$ cat src/hw/rtl/bes_pkg.sv
// Shared types, constants and the exponent root table of the Bose-Einstein scaler.
package bes_pkg;

   // Field widths.
   localparam int WN_W     = 24;
   localparam int INT_W    = 32;
   localparam int TEMP_W   = 20;
   localparam int CSR_AW   = 2;
   localparam int CSR_DW   = 32;

   // Temperature after reset: 293 K in units of 1/16 K.
   localparam logic [TEMP_W-1:0] TEMP_RESET = 20'd4688;

   // Register addresses.
   localparam logic [CSR_AW-1:0] CSR_TEMPERATURE = 2'd0;

   // hc/k = 1.4387 in Q24 and log2(e) in Q30.
   localparam logic [24:0] HC_Q24  = 25'd24137381;
   localparam logic [30:0] L2E_Q30 = 31'd1549082005;

   // Divider geometry: quotient bits kept, numerator, denominator and remainder widths.
   localparam int QUO_W = 21;
   localparam int NUM_W = 48;
   localparam int DEN_W = 32;
   localparam int REM_W = 53;

   // Clamp of |x| at 16.0 in Q16.
   localparam logic [QUO_W-1:0] X_CLAMP = 21'h100000;

   // Default number of fractional bits of the scale factor.
   localparam int FACTOR_FRAC_BITS_DEF = 16;

   // Data that travels alongside each point.
   typedef struct packed {
      logic [WN_W-1:0]  wavenumber;
      logic [INT_W-1:0] intensity;
      logic             zero;
   } bes_side_type;

   // Rounded integer square root of n.
   function automatic logic [63:0] bes_isqrt(input logic [63:0] n_in);
      logic [63:0] n;
      logic [63:0] res;
      logic [63:0] bt;
      n   = n_in;
      res = 64'd0;
      bt  = 64'd1 << 62;
      for (int i = 0; i < 32; i++) begin
         if (n >= res + bt) begin
            n   = n - (res + bt);
            res = (res >> 1) + bt;
         end else begin
            res = res >> 1;
         end
         bt = bt >> 2;
      end
      if (n > res) begin
         res = res + 64'd1;
      end
      return res;
   endfunction

   // Table entry b: 2^-(2^(b-16)) in Q31, built by repeated square roots.
   function automatic logic [31:0] bes_rom_entry(input int b);
      logic [63:0] v;
      v = 64'd1 << 30;
      for (int j = 15; j >= b; j--) begin
         v = bes_isqrt(v << 31);
      end
      return v[31:0];
   endfunction

endpackage

$ cat src/hw/rtl/bes_div.sv
// Exponent argument x = 1.4387*|w|/T through a pipelined restoring divider.
module bes_div (
   input  logic                          clock,
   input  logic                          reset,
   input  logic                          in_valid,
   input  bes_pkg::bes_side_type         in_side,
   input  logic [bes_pkg::TEMP_W-1:0]    temperature,
   output logic                          out_valid,
   output bes_pkg::bes_side_type         out_side,
   output logic [bes_pkg::QUO_W-1:0]     out_ax
);
   import bes_pkg::*;

   typedef struct packed {
      logic               valid;
      bes_side_type       side;
      logic [REM_W-1:0]   rem;
      logic [QUO_W-1:0]   quo;
      logic               big;
   } bes_div_stage_type;

   logic [DEN_W-1:0] den;
   logic [WN_W-1:0]  aw;

   logic             mul_valid_ff;
   bes_side_type     mul_side_ff;
   logic [NUM_W-1:0] mul_prod_ff;
   logic [NUM_W-1:0] mul_prod_in;

   bes_div_stage_type stage_q [0:QUO_W];
   bes_div_stage_type head_ff;
   bes_div_stage_type head_in;

   logic             out_valid_ff;
   bes_side_type     out_side_ff;
   logic [QUO_W-1:0] out_ax_ff;
   logic [QUO_W-1:0] out_ax_in;

   assign den = {temperature, 12'd0};

   // Magnitude of the wavenumber times hc/k.
   always_comb begin
      aw          = in_side.wavenumber[WN_W-1] ? (WN_W'(0) - in_side.wavenumber)
                                               : in_side.wavenumber;
      mul_prod_in = NUM_W'(HC_Q24 * aw);
   end

   always_ff @(posedge clock) begin
      if (reset) begin
         mul_valid_ff <= 1'b0;
      end else begin
         mul_valid_ff <= in_valid;
      end
      mul_side_ff <= in_side;
      mul_prod_ff <= mul_prod_in;
   end

   // Add half the divisor for rounding and catch quotients beyond the clamp.
   always_comb begin
      head_in       = '0;
      head_in.valid = mul_valid_ff;
      head_in.side  = mul_side_ff;
      head_in.rem   = {5'd0, mul_prod_ff} + {22'd0, temperature, 11'd0};
      head_in.quo   = '0;
      head_in.big   = (head_in.rem >= {den, 21'd0});
   end

   always_ff @(posedge clock) begin
      if (reset) begin
         head_ff.valid <= 1'b0;
      end else begin
         head_ff.valid <= head_in.valid;
      end
      head_ff.side <= head_in.side;
      head_ff.rem  <= head_in.rem;
      head_ff.quo  <= head_in.quo;
      head_ff.big  <= head_in.big;
   end

   assign stage_q[0] = head_ff;

   // One quotient bit per stage, most significant first.
   for (genvar s = 0; s < QUO_W; s++) begin : g_div
      localparam int BIT = QUO_W - 1 - s;
      logic [REM_W-1:0]  dsh;
      bes_div_stage_type st_in;
      bes_div_stage_type st_ff;

      always_comb begin
         dsh   = {21'd0, den} << BIT;
         st_in = stage_q[s];
         if (stage_q[s].rem >= dsh) begin
            st_in.rem      = stage_q[s].rem - dsh;
            st_in.quo[BIT] = 1'b1;
         end
      end

      always_ff @(posedge clock) begin
         if (reset) begin
            st_ff.valid <= 1'b0;
         end else begin
            st_ff.valid <= st_in.valid;
         end
         st_ff.side <= st_in.side;
         st_ff.rem  <= st_in.rem;
         st_ff.quo  <= st_in.quo;
         st_ff.big  <= st_in.big;
      end

      assign stage_q[s+1] = st_ff;
   end

   // Clamp |x| at 16.0.
   always_comb begin
      if (stage_q[QUO_W].big || (stage_q[QUO_W].quo > X_CLAMP)) begin
         out_ax_in = X_CLAMP;
      end else begin
         out_ax_in = stage_q[QUO_W].quo;
      end
   end

   always_ff @(posedge clock) begin
      if (reset) begin
         out_valid_ff <= 1'b0;
      end else begin
         out_valid_ff <= stage_q[QUO_W].valid;
      end
      out_side_ff <= stage_q[QUO_W].side;
      out_ax_ff   <= out_ax_in;
   end

   assign out_valid = out_valid_ff;
   assign out_side  = out_side_ff;
   assign out_ax    = out_ax_ff;

endmodule

$ cat config.mk
export PLATFORM = sky130hd
export DESIGN_NAME = bes_div
export DESIGN_NICKNAME = d
export VERILOG_FILES = /design/src/hw/rtl/bes_pkg.sv /design/src/hw/rtl/bes_div.sv
export SDC_FILE = /design/constraint.sdc
export NUM_CORES = 2
export LEC_CHECK = 0
export BUFFER_PORTS_ARGS = -buffer_cell sky130_fd_sc_hd__buf_4
export CELL_PAD_IN_SITES_DETAIL_PLACEMENT = 2
export CELL_PAD_IN_SITES_GLOBAL_PLACEMENT = 2
export CORE_ASPECT_RATIO = 1.2
export CORE_UTILIZATION = 26
export CTS_CLUSTER_SIZE = 30
export DETAILED_ROUTE_END_ITERATION = 6
export PLACE_DENSITY_LB_ADDON = 0.08
export SYNTH_ARGS = -nofsm -noshare
export SYNTH_HDL_FRONTEND = slang
export SYNTH_SLANG_ARGS = --single-unit
$ cat constraint.sdc
create_clock -name clock -period 31.1 [get_ports clock]
set_input_delay 4.665 -clock clock [delete_from_list [all_inputs] [get_ports clock]]
set_output_delay 4.665 -clock clock [all_outputs]
set_load 0.05 [all_outputs]
; ---- Word-level counts from Yosys, hierarchy flattened
; Index checks and enable logic that the tools add are counted.
[classes]
addsub = 22
n_mul = 1
n_lt_le_gt_ge = 23
n_mux = 21
n_reduce_logical = 1
[op_table]
columns = cell, n
row1 = 53-bit 2-to-1 mux, 19
row2 = 54-bit 2-to-1 mux, 1
row3 = 49-bit by 53-bit greater-or-equal comparator with 1-bit output, 1
row4 = 53-bit by 32-bit greater-or-equal comparator with 1-bit output, 1
row5 = 53-bit by 33-bit greater-or-equal comparator with 1-bit output, 1
row6 = 53-bit by 34-bit greater-or-equal comparator with 1-bit output, 1
row7 = 53-bit by 35-bit greater-or-equal comparator with 1-bit output, 1
row8 = 53-bit by 36-bit greater-or-equal comparator with 1-bit output, 1
row9 = 53-bit by 37-bit greater-or-equal comparator with 1-bit output, 1
row10 = 53-bit by 38-bit greater-or-equal comparator with 1-bit output, 1
row11 = 53-bit by 39-bit greater-or-equal comparator with 1-bit output, 1
row12 = 53-bit by 40-bit greater-or-equal comparator with 1-bit output, 1
row13 = 53-bit by 41-bit greater-or-equal comparator with 1-bit output, 1
row14 = 53-bit by 42-bit greater-or-equal comparator with 1-bit output, 1
row15 = 53-bit by 43-bit greater-or-equal comparator with 1-bit output, 1
row16 = 53-bit by 44-bit greater-or-equal comparator with 1-bit output, 1
row17 = 53-bit by 45-bit greater-or-equal comparator with 1-bit output, 1
row18 = 53-bit by 46-bit greater-or-equal comparator with 1-bit output, 1
row19 = 53-bit by 47-bit greater-or-equal comparator with 1-bit output, 1
row20 = 53-bit by 48-bit greater-or-equal comparator with 1-bit output, 1
row21 = 53-bit by 49-bit greater-or-equal comparator with 1-bit output, 1
row22 = 53-bit by 50-bit greater-or-equal comparator with 1-bit output, 1
row23 = 53-bit by 51-bit greater-or-equal comparator with 1-bit output, 1
row24 = 49-bit by 52-bit subtractor with 53-bit output, 1
row25 = 26 further kinds, 26
[totals]
reg_bits = 2823
in_bits = 80
out_inout_bits = 79
word_cells = 250

; ---- Logic depth before layout (Yosys ltp)
[logic_depth]
depth_word = 3
ltp_mapped = 32
ltp_nobuf = 32

; ---- Least setup slack after synthesis
; OpenSTA, ideal clock, no wires.
[synth_path]
path_kind = input to register
from = input in_side[40] (netlist name)
to = register mul_prod_ff[40]
setup_ns = 0.126
arrival_time_ns = 12.851
required_time_ns = 30.974
slack_ns = 18.124
cell_stages = 28
n_path_buf = 0
cell_sequence = or4_1 nor4_1 nor2b_1 nand3_1 or4_1 nor4bb_1 ha_1 ha_1 inv_1 fa_1 inv_1 fa_1 inv_1 fa_1 inv_1 fa_1 fa_1 ha_1 a21oi_1 o21bai_1 a21oi_1 o21ai_0 a221o_1 a21oi_1 o21ai_0 a41o_1 a21oi_1 xnor2_1
[synth_via]
elab_chain_len = 3
[synth_rtl]
columns = element, line
row1 = from (decl), bes_div.sv:6  ; input bes_pkg::bes_side_type in_side,
row2 = 1-bit by 24-bit subtractor with 24-bit output, bes_div.sv:43  ; aw = in_side.wavenumber[WN_W-1] ? (WN_W'(0) - in_side.wavenumber)
row3 = 24-bit 2-to-1 mux *, bes_div.sv:43
row4 = 25-bit by 24-bit multiplier with 48-bit output *, bes_div.sv:45  ; mul_prod_in = NUM_W'(HC_Q24 * aw);
row5 = named net mul_prod_in[40], bes_div.sv:28  ; logic [NUM_W-1:0] mul_prod_in;
row6 = to (signal assigned), bes_div.sv:55  ; mul_prod_ff <= mul_prod_in;
row7 = to (decl), bes_div.sv:27  ; logic [NUM_W-1:0] mul_prod_ff;
; The timed path passes the listed nets; every way through them passes the cells marked *.
; A chain may end at the register's enable or synchronous reset.

; ---- Worst setup path in the final report
[layout_path]
from = input in_side[40] (netlist name)
to = register mul_prod_ff[47]
; The elaborated chain is that of the path after synthesis.

==> run metrics <==
number of global-route vias before repair 69600; Setup crit end kind register; Routed Antenna Nets 0; CP peak stage delay 610 ps; CTS resizes 0; max-cap violation count 0; global-route wire length before repair 439000 microns; Worst Tran Pin Value 1380 ps; fraction of layout cells with a size suffix above 1 9.87%; critical path required time 31870 ps; FFs w/ async S/R, synth 0%; hold path depth 0; Vias 61600; R2R depth 19; Filler Cells Inserted 39600; core footprint 372000 sq um; Hold Fails Final Rpt 0; die area 376000 sq um; flop-to-flop setup slack 23500 ps; HP Start g_div[8].st_ff[110]; 1st-iter DRT viols 1795; fmax 76.0 MHz; #FFs+latches synth 2801; Tmin final 13150 ps; worst hold path type reg -> reg; post-route clock period utilization 42.3%; Yosys top cell area share 57.7%; Synth area leader dfxtp_1; Post-Route Skew 69.8 ps; most common flop cell mapped by yosys dfxtp_1; RSZ-0062 raised after global routing no; largest net degree at the start of global routing 40; yosys warns 0; Critical Path Slowest Stage Cell or4_1; Setup Buffers After CTS 0; status finished clean; CTS max path bufs 4; Mapped Cells 8484; Final setup viols 0; reg2reg end g_div[0].st_in[0]; Slew headroom 6.48%; Die H 672 microns; Avg WL per Cell 20.6 microns; Post-synth EDFFs 0; Post-Syn Nets 9490; Starting Density 26.2%; CP arrival 13920 ps; syn_area_per_cell 11.5 sq um; TritonCTS clock tree built; main area contributors after synthesis dfxtp_1 (58%), ha_1 (9.3%), fa_1 (4.2%); Clock transition at path regs 60 ps; kind of critical path in -> reg; CP startpoint kind input port; Hold EP g_div[10].st_in[110]; Mapped Area 97200 sq um; DRC 0; total CTS buffers 304; sequential element share of the synthesized area 57.7%; io pins 159; Clock Sinks 2801; grt total ovfl 0; initial antenna violation count 12; Rows 245; nets 9916; worst skew pair latency 900 ps; Final GP Congestion 0.805; Setup Total Neg Slack 0 ps; # hold bufs at CTS 0; port buffer count 158; final wirelength 290000 microns; HPWL after DPL 229000 microns; final-report max-slew violation count 0; reg2reg start mul_prod_ff[14]; Max H-tree Level 5; area growth from synthesis to layout 18.6%; Worst path most repeated cell fa_1; worst-path fanout max 6; vias per inst 4.37; Yosys cell types 84; Die Wd 560 microns; Root Buffer Master clkbuf_16; All-Layer GR Usage 15.3%; Detailed Routing Iterations Pass 1 5
==> metrics by stage <==
| stage | utilization (%) | hold WS, ps | cell area, sq um | worst slack [ps] | instances |
|---|---|---|---|---|---|
| finish | 31.0 | 276 | 115000 | 17950 | 14100 |
| global route | 31.0 | 290 | 115000 | 17490 | 14100 |
| CTS | 31.0 | 261 | 115000 | 17950 | 14100 |
| detailed placement | 28.2 | 313 | 105000 | 17030 | 13500 |
| global placement | 28.2 | 310 | 105000 | 17180 | 13500 |
| floorplan | - | 310 | 97200 | 18120 | 8484 |
==> flip-flops by register name (all words and copies together) (netlist names) <==
name / cells
g_div.st_ff: 2442
out_valid: 1
out_ax: 21
mul_prod_ff: 48
head_ff: 49
head_in: 56
mul_valid_ff: 1
out_side: 57
g_div.st_in: 126
==> cell type report <==
class / count / area, sq um / share of cell area, %
antenna: 5 / 12.5 / 0.0109
multi-input combinational: 5051 / 38900 / 33.7
clock buffer: 415 / 8700 / 7.55
sequential: 2801 / 56100 / 48.6
tap: 4940 / 6180 / 5.36
inverter: 522 / 1960 / 1.70
clock inverter: 122 / 1780 / 1.54
timing repair buffer: 230 / 1730 / 1.50
==> metal layers <==
layer | vias up | routed length (microns) | GRT usage [%]
met5 | - | 0 | 0
met4 | 0 | 8360 | 4.48
met2 | 590 | 159000 | 30.0
met1 | 30600 | 116000 | 17.0
met3 | 410 | 7160 | 1.81
li1 | 30000 | - | -
==> synthesized netlist by cell type, types with 169 or more instances <==
library cell  instances
a21o_1              194
a21oi_1             425
dfxtp_1            2801
fa_1                206
ha_1                720
inv_1               522
nand2_1             490
nor2_1              415
nor3_1              169
nor4_1              170
o21ai_0             376
xnor2_1             353
xor2_1              254
==> logic make-up after synthesis <==
family	count (synthesis)	synth area share (%)
flip-flops	2801	57.7
buffers and inverters	632	2.47
XOR/XNOR	607	5.47
AND/OR/NAND/NOR	1973	10.4
AO/OA/AOI/OAI	1437	9.24
multiplexers	108	1.27
adder cells (fa/ha/maj)	926	13.5
==> layout by cell type (no fill, tap or decap), types with 70 or more instances in the layout <==
cell type     n
ha_1        720
nand2_1     490
nand3_1     123
xnor2_1     352
fa_1        206
a21oi_1     425
dfxtp_1    2801
nor2_1      413
nor2b_1     107
o21a_1       70
buf_4       230
nor3_1      168
clkbuf_16   309
inv_1       507
xor2_1      254
a21o_1      194
nor4_1      169
nand2b_1     83
o21ai_0     375
nand4_1      96
mux2_2       78
==> worst max-delay path, delay by kind of cell <==
kind / cells / cell delay, ps
AND/OR/NAND/NOR: 8 / 2210
adder cells (fa/ha/maj): 8 / 3830
buffers and inverters: 5 / 570
AO/OA/AOI/OAI: 7 / 1930
XOR/XNOR: 2 / 700
==> worst max path at each step <==
stage,from,to,slack (ps),depth (start not counted)
after floorplan,in_side[40],mul_prod_ff[40],18120,28
after global placement,in_side[40],mul_prod_ff[47],17180,30
after detailed placement,in_side[40],mul_prod_ff[40],17030,30
after CTS,in_side[40],mul_prod_ff[47],17950,30
after global routing,in_side[40],mul_prod_ff[40],17490,30
final,in_side[40],mul_prod_ff[47],17950,30
Power is left out: the tool's default activity adds up to more than one toggle a clock period on the data nets, which glitch-free logic cannot reach.
