==> config.mk <==
export PLATFORM = sky130hd
export DESIGN_NAME = bes_scale
export DESIGN_NICKNAME = d
export VERILOG_FILES = /design/src/hw/rtl/bes_pkg.sv /design/src/hw/rtl/bes_scale.sv
export SDC_FILE = /design/constraint.sdc
export NUM_CORES = 2
export LEC_CHECK = 0
export BUFFER_PORTS_ARGS = -buffer_cell sky130_fd_sc_hd__buf_2
export CORE_UTILIZATION = 45
export CTS_BUF_LIST = sky130_fd_sc_hd__clkbuf_8 sky130_fd_sc_hd__clkbuf_16
export CTS_CLUSTER_DIAMETER = 60
export DETAILED_ROUTE_END_ITERATION = 12
export GPL_ROUTABILITY_DRIVEN = 0
export SLEW_MARGIN = 10
export SYNTH_ARGS = -nofsm -noshare
export SYNTH_HDL_FRONTEND = slang
export SYNTH_SLANG_ARGS = --single-unit
export TNS_END_PERCENT = 100
==> constraint.sdc <==
create_clock -name clock -period 12.5 [get_ports clock]
set_input_delay 1.25 -clock clock [delete_from_list [all_inputs] [get_ports clock]]
set_output_delay 1.25 -clock clock [all_outputs]
set_load 0.01 [all_outputs]
==> src/hw/rtl/bes_pkg.sv <==
// Shared types, constants and the exponent root table of the Bose-Einstein scaler.
package bes_pkg;

   // Field widths.
   localparam int WN_W     = 24;
   localparam int INT_W    = 32;
   localparam int TEMP_W   = 20;
   localparam int CSR_AW   = 2;
   localparam int CSR_DW   = 32;

   // Temperature after reset: 293 K in units of 1/16 K.
   localparam logic [TEMP_W-1:0] TEMP_RESET = 20'd4688;

   // Register addresses.
   localparam logic [CSR_AW-1:0] CSR_TEMPERATURE = 2'd0;

   // hc/k = 1.4387 in Q24 and log2(e) in Q30.
   localparam logic [24:0] HC_Q24  = 25'd24137381;
   localparam logic [30:0] L2E_Q30 = 31'd1549082005;

   // Divider geometry: quotient bits kept, numerator, denominator and remainder widths.
   localparam int QUO_W = 21;
   localparam int NUM_W = 48;
   localparam int DEN_W = 32;
   localparam int REM_W = 53;

   // Clamp of |x| at 16.0 in Q16.
   localparam logic [QUO_W-1:0] X_CLAMP = 21'h100000;

   // Default number of fractional bits of the scale factor.
   localparam int FACTOR_FRAC_BITS_DEF = 16;

   // Data that travels alongside each point.
   typedef struct packed {
      logic [WN_W-1:0]  wavenumber;
      logic [INT_W-1:0] intensity;
      logic             zero;
   } bes_side_type;

   // Rounded integer square root of n.
   function automatic logic [63:0] bes_isqrt(input logic [63:0] n_in);
      logic [63:0] n;
      logic [63:0] res;
      logic [63:0] bt;
      n   = n_in;
      res = 64'd0;
      bt  = 64'd1 << 62;
      for (int i = 0; i < 32; i++) begin
         if (n >= res + bt) begin
            n   = n - (res + bt);
            res = (res >> 1) + bt;
         end else begin
            res = res >> 1;
         end
         bt = bt >> 2;
      end
      if (n > res) begin
         res = res + 64'd1;
      end
      return res;
   endfunction

   // Table entry b: 2^-(2^(b-16)) in Q31, built by repeated square roots.
   function automatic logic [31:0] bes_rom_entry(input int b);
      logic [63:0] v;
      v = 64'd1 << 30;
      for (int j = 15; j >= b; j--) begin
         v = bes_isqrt(v << 31);
      end
      return v[31:0];
   endfunction

endpackage

==> src/hw/rtl/bes_scale.sv <==
// Intensity times factor with rounding and saturation to the Q24.8 range.
module bes_scale #(
   parameter int FACTOR_FRAC_BITS = bes_pkg::FACTOR_FRAC_BITS_DEF,
   parameter int MF_W             = FACTOR_FRAC_BITS + 25
) (
   input  logic                      clock,
   input  logic                      reset,
   input  logic                      in_valid,
   input  bes_pkg::bes_side_type     in_side,
   input  logic [MF_W-1:0]           in_mf,
   input  logic                      in_fneg,
   output logic                      out_valid,
   output logic [bes_pkg::WN_W-1:0]  out_wavenumber,
   output logic [bes_pkg::INT_W-1:0] out_intensity,
   output logic                      out_overflow
);
   import bes_pkg::*;

   localparam int FH_W = MF_W - FACTOR_FRAC_BITS;
   localparam int LO_W = INT_W + FACTOR_FRAC_BITS;
   localparam int HI_W = INT_W + FH_W;
   localparam int Q_W  = HI_W + 1;

   logic [INT_W-1:0] mi;

   logic                        p_valid_ff;
   logic [WN_W-1:0]             p_wn_ff;
   logic [INT_W-1:0]            p_mi_ff;
   logic [FH_W-1:0]             p_fh_ff;
   logic [LO_W-1:0]             p_lo_ff;
   logic [LO_W-1:0]             p_lo_in;
   logic                        p_neg_ff;

   logic                        q_valid_ff;
   logic [WN_W-1:0]             q_wn_ff;
   logic [Q_W-1:0]              q_ff;
   logic [Q_W-1:0]              q_in;
   logic [LO_W:0]               lo_round;
   logic                        q_neg_ff;

   logic                        r_valid_ff;
   logic [WN_W-1:0]             r_wn_ff;
   logic [INT_W-1:0]            r_int_ff;
   logic [INT_W-1:0]            r_int_in;
   logic                        r_ovf_ff;
   logic                        r_ovf_in;

   // Low partial product of |intensity| and the factor's fraction.
   always_comb begin
      mi      = in_side.intensity[INT_W-1] ? (INT_W'(0) - in_side.intensity)
                                           : in_side.intensity;
      p_lo_in = mi * in_mf[FACTOR_FRAC_BITS-1:0];
   end

   always_ff @(posedge clock) begin
      if (reset) begin
         p_valid_ff <= 1'b0;
      end else begin
         p_valid_ff <= in_valid;
      end
      p_wn_ff  <= in_side.wavenumber;
      p_mi_ff  <= mi;
      p_fh_ff  <= in_mf[MF_W-1:FACTOR_FRAC_BITS];
      p_lo_ff  <= p_lo_in;
      p_neg_ff <= in_side.intensity[INT_W-1] ^ in_fneg;
   end

   // High partial product plus the rounded low part.
   always_comb begin
      lo_round = {1'b0, p_lo_ff} + ((LO_W+1)'(1) << (FACTOR_FRAC_BITS - 1));
      q_in     = Q_W'(p_mi_ff * p_fh_ff) + Q_W'(lo_round >> FACTOR_FRAC_BITS);
   end

   always_ff @(posedge clock) begin
      if (reset) begin
         q_valid_ff <= 1'b0;
      end else begin
         q_valid_ff <= p_valid_ff;
      end
      q_wn_ff  <= p_wn_ff;
      q_ff     <= q_in;
      q_neg_ff <= p_neg_ff;
   end

   // Saturate to the signed 32-bit range.
   always_comb begin
      r_ovf_in = 1'b0;
      if (q_neg_ff) begin
         if (q_ff > Q_W'(33'h1_0000_0000 >> 1)) begin
            r_int_in = 32'h8000_0000;
            r_ovf_in = 1'b1;
         end else begin
            r_int_in = INT_W'(0) - q_ff[INT_W-1:0];
         end
      end else begin
         if (q_ff > Q_W'(32'h7FFF_FFFF)) begin
            r_int_in = 32'h7FFF_FFFF;
            r_ovf_in = 1'b1;
         end else begin
            r_int_in = q_ff[INT_W-1:0];
         end
      end
   end

   always_ff @(posedge clock) begin
      if (reset) begin
         r_valid_ff <= 1'b0;
      end else begin
         r_valid_ff <= q_valid_ff;
      end
      r_wn_ff  <= q_wn_ff;
      r_int_ff <= r_int_in;
      r_ovf_ff <= r_ovf_in;
   end

   assign out_valid      = r_valid_ff;
   assign out_wavenumber = r_wn_ff;
   assign out_intensity  = r_int_ff;
   assign out_overflow   = r_ovf_ff;

endmodule

== Word level (Yosys, flattened, before mapping) ==
Cells that the tools add are included.

* $add $sub $neg: 4
* Multipliers: 2
* $lt $le $gt $ge: 2
* Multiplexer cells: 7
* Bitwise logic cells: 1

{| class="wikitable"
|+ Operators by type and width
! kind !! number
|-
| 32-bit two-way mux || 4
|-
| 1-bit by 32-bit subtractor with 32-bit output, first input constant || 2
|-
| 57-bit by 33-bit adder with 58-bit output || 1
|-
| 58-bit by 31-bit > comparator with 1-bit output, second input constant || 1
|-
| 58-bit by 32-bit > comparator with 1-bit output, second input constant || 1
|-
| 32-bit by 25-bit multiplier with 57-bit output || 1
|-
| 48-bit by 16-bit adder with 49-bit output, second input constant || 1
|-
| 32-bit by 16-bit multiplier with 48-bit output || 1
|-
| 1-bit two-way mux || 3
|-
| 1-bit bitwise XOR || 1
|}

* Flip-flop bits (word level): 273
* Input port bits: 102
* Output and inout port bits: 58
* Word-level logic and storage cells: 30

== Longest topological paths before layout ==
* Depth in word-level cells: 3
* Depth in mapped cells: 33
* Mapped depth without buffers: 32

== Least setup slack after synthesis ==
Ideal clock, no wire load.

* Kind: input -> register
* Start point: input port in_side[15] in the netlist's numbering
* End point: register p_lo_ff[43]
* Library setup time: 0.095 ns
* Arrival time: 9.138 ns
* Data required time: 12.405 ns
* Path slack: 3.266 ns
* Stages on the path: 28
* Path buffers: 1
* Cell sequence: or4_1 > or3_1 > or3_1 > nor3_1 > nand2b_1 > or2_2 > o41ai_1 > nand2_1 > xor2_1 > clkbuf_1 > nand2_1 > fa_1 > fa_1 > inv_1 > fa_1 > fa_1 > fa_1 > inv_1 > fa_1 > inv_1 > ha_1 > nand2_1 > nor2_1 > nand3_1 > or4_1 > a21boi_0 > o21ai_0 > a221oi_1

* Word-level cells in the longest chain between the ends: 3

{| class="wikitable"
|+ Ends and longest elaborated chain
! item !! RTL line !! text
|-
| start, declared || bes_scale.sv:9 || <nowiki>input bes_pkg::bes_side_type in_side,</nowiki>
|-
| 1-bit by 32-bit subtractor with 32-bit output || bes_scale.sv:50 || <nowiki>mi = in_side.intensity[INT_W-1] ? (INT_W'(0) - in_side.intensity)</nowiki>
|-
| 32-bit two-way mux || bes_scale.sv:50 ||
|-
| net mi[30] || bes_scale.sv:24 || <nowiki>logic [INT_W-1:0] mi;</nowiki>
|-
| 32-bit by 16-bit multiplier with 48-bit output || bes_scale.sv:52 || <nowiki>p_lo_in = mi * in_mf[FACTOR_FRAC_BITS-1:0];</nowiki>
|-
| net p_lo_in[43] || bes_scale.sv:31 || <nowiki>logic [LO_W-1:0] p_lo_in;</nowiki>
|-
| end signal, assigned || bes_scale.sv:64 || <nowiki>p_lo_ff <= p_lo_in;</nowiki>
|-
| end, declared || bes_scale.sv:30 || <nowiki>logic [LO_W-1:0] p_lo_ff;</nowiki>
|}

The timed path passes the listed nets, and every way through them passes these cells.
A chain may end at the register's enable or synchronous reset.

== Worst setup path after layout ==
* Start point: input port in_side[15] in the netlist's numbering
* End point: register p_lo_ff[43]

* Word-level cells in the longest chain between the ends: 3

{| class="wikitable"
|+ Ends and longest elaborated chain
! item !! RTL line
|-
| 1-bit by 32-bit subtractor with 32-bit output || bes_scale.sv:50
|-
| 32-bit two-way mux * || bes_scale.sv:50
|-
| 32-bit by 16-bit multiplier with 48-bit output * || bes_scale.sv:52
|-
| net p_lo_in[43] || bes_scale.sv:31
|}

The timed path passes the listed nets; every way through them passes the cells marked *.

==> results.sh <==
export IMPL_synth_area_per_cell_um2=9.19
export IMPL_rsz0062_at_grt="no"
export IMPL_drive_gt1_frac=0.0597
export IMPL_drv_slew=0
export IMPL_grt_util_met2=0.376
export IMPL_maxSlewHeadroom=0.317
export IMPL_synth_distinct_cells=65
export IMPL_cp_max_fo=17
export IMPL_postCtsHoldBufs=0
export IMPL_period_share=0.741
export IMPL_hp_class="reg2reg"
export IMPL_num_vias=35500
export IMPL_hold_start="p_wn_ff[7]"
export IMPL_yosys_top_cells_area="fa_1, dfxtp_1, inv_1, ha_1, nand2_1"
export IMPL_synthAdderAreaFrac=0.543
export IMPL_h_tree_depth=1
export IMPL_synth_top_family_by_area="adder cells"
export IMPL_drt_iter0_drc=2248
export IMPL_tns_ps=0
export IMPL_synth_main_ff_cell="dfxtp_1"
export IMPL_grt_pass1_vias=37700
export IMPL_fillCellCount=10400
export IMPL_path_clk_slew_ps=60
export IMPL_cp_arrival_ps=9790
export IMPL_num_rows=121
export IMPL_cp_top_family="adder cells"
export IMPL_hold_viol=0
export IMPL_startpoint="in_side[15]"
export IMPL_status="completed"
export IMPL_die_area_um2=111000
export IMPL_grt_busiest_layer="met2"
export IMPL_detail_route_antenna_nets=0
export IMPL_critPathKind="in2reg"
export IMPL_yosys_area_top_type_share=0.462
export IMPL_path_buf_inv=5
export IMPL_cts_made_buffers=31
export IMPL_ys_warn_count=0
export IMPL_maxCapViolCount=0
export IMPL_worstMarginPinSlew_ps=1020
export IMPL_drc=0
export IMPL_cpMostUsedCell="fa_1"
export IMPL_synthMuxAreaShare=0.000406
export IMPL_crit_slowest_cell="or4_1"
export IMPL_synth_area_leader_cell="fa_1"
export IMPL_synth_compound_area_frac=0.0519
export IMPL_start_util=0.453
export IMPL_grt_use_total=0.240
export IMPL_synth_most_common_cell="inv_1"
export IMPL_synthesis_nets=6934
export IMPL_ys_seq_area_frac=0.105
export IMPL_timing_rr_start="p_lo_ff[18]"
export IMPL_dr_pass1_iters=6
export IMPL_startpoint_type="input pin"
export IMPL_async_flop_share=0
export IMPL_dp_final_hpwl_um=97500
export IMPL_cts_setup_buffers=0
export IMPL_post_cts_resized=0
export IMPL_drt_wl_total_um=129000
export IMPL_cts_tree="yes"
export IMPL_cts_num_sinks=258
export IMPL_crit_required_ps=13030
export IMPL_worst_path_largest_cell_delay_ps=600
export IMPL_dpl_cell_count=6769
export IMPL_critPathCaptureType="flop"
export IMPL_grt_max_degree=33
export IMPL_stdcell_count=6824
export IMPL_vias_per_cell=5.21
export IMPL_overflow=0
export IMPL_antenna_found_initial=2
export IMPL_fp_coreArea_um2=109000
export IMPL_synth_edf_count=0
export IMPL_synthSimpleGateAreaFrac=0.165
export IMPL_die_width_um=333
export IMPL_layout_nets=6949
export IMPL_grt_pass1_wl_um=210000
export IMPL_grt_use_met3=0.0425
export IMPL_insertedDiodeCount=0
export IMPL_routedWlPerCell_um=18.9
export IMPL_clockBufferDepth=3
export IMPL_synth_common_cells="inv_1, fa_1, nand2_1"
export IMPL_root_buffer="clkbuf_16"
export IMPL_setup_viol=0
export IMPL_grt_util_met1=0.348
export IMPL_port_buffers=158
export IMPL_fmax_mhz=108
export IMPL_synth_xor_area_share=0.0263
export IMPL_io_pin_count=160
export IMPL_clock_skew_ps=20.4
export IMPL_netlist_instances=5373
export IMPL_fin_crit_ps=9260
export IMPL_synth_seq_cells=258
export IMPL_insertion_delay_ps=620
export IMPL_synth_area_um2=49400
export IMPL_syn_to_final_growth_pct=6.47
export IMPL_die_h_um=333
[final timing paths]
kind         cells after the start  slack, ps     endpoint
max                             29       3240  p_lo_ff[43]
min                              0        320   q_wn_ff[7]
max reg2reg                     27       4110     q_ff[53]
min reg2reg                      0        320   q_wn_ff[7]
[metrics by stage]
stage	util	instance area, um^2	hold slack (ps)	setup slack (ps)
6_report	0.483	52600	324	3240
5_1_grt	0.483	52600	331	2650
4_1_cts	0.483	52600	326	3300
3_5_place_dp	0.473	51500	312	2650
3_3_place_gp	0.473	51500	310	2710
2_1_floorplan	-	49400	310	3270
[sequential cells by signal, summed over array words and instances (netlist names)]
register and cells:
out_valid 1, out_overflow 1, p_wn_ff 24, q_ff 58, p_fh_ff 25, out_wavenumber 24
p_neg_ff 1, q_valid_ff 1, p_mi_ff 32, p_lo_ff 33, q_wn_ff 24, out_intensity 32
q_neg_ff 1, p_valid_ff 1
[cells in the final DEF, fill, tap and decap left out, types with 68 or more instances in the layout]
| master | instances |
|---|---|
| buf_2 | 158 |
| and2_1 | 519 |
| xnor2_1 | 106 |
| nor2_1 | 68 |
| ha_1 | 321 |
| nand2_1 | 893 |
| buf_4 | 76 |
| dfxtp_1 | 244 |
| inv_1 | 1177 |
| fa_1 | 1138 |
| o21ai_0 | 70 |
| a21oi_1 | 116 |
[per-layer routing]
layer | up-vias | part of all wire
met5 | - | 0.000093
met4 | 2 | 0.021
met1 | 18000 | 0.45
met2 | 1424 | 0.44
li1 | 15900 | -
met3 | 180 | 0.088
[worst register-to-register path, delay by kind of cell, from the launching register on]
kind            cells  cell delay, ps
fa+ha+maj           6            2950
compound gates      9            2350
simple gates        8            2010
xor+xnor            2             480
flops               1             410
buf+inv             2             100
[cell families (layout without fill, tap and decap cells)]
group / after synthesis / after routing
AOI/OAI and AO/OA: 395 / 395
xor gates and xnor gates: 148 / 148
adders and majority gates: 1459 / 1459
buffers and inverters: 1430 / 1467
DFF: 258 / 258
muxes: 2 / 2
and+or+nand+nor: 1681 / 1681
[area by class of cell]
cell class,instances,area [um^2],area share
Clock inverter,19,173,0.00329
Tap cell,1414,1770,0.0337
Multi-Input combinational cell,3685,38800,0.738
Timing Repair Buffer,234,1360,0.0259
Sequential cell,258,5180,0.0986
Clock buffer,36,845,0.0161
Inverter,1178,4420,0.0842
Power is left out: the tool's default activity adds up to more than one toggle a clock period on the data nets, which glitch-free logic cannot reach.
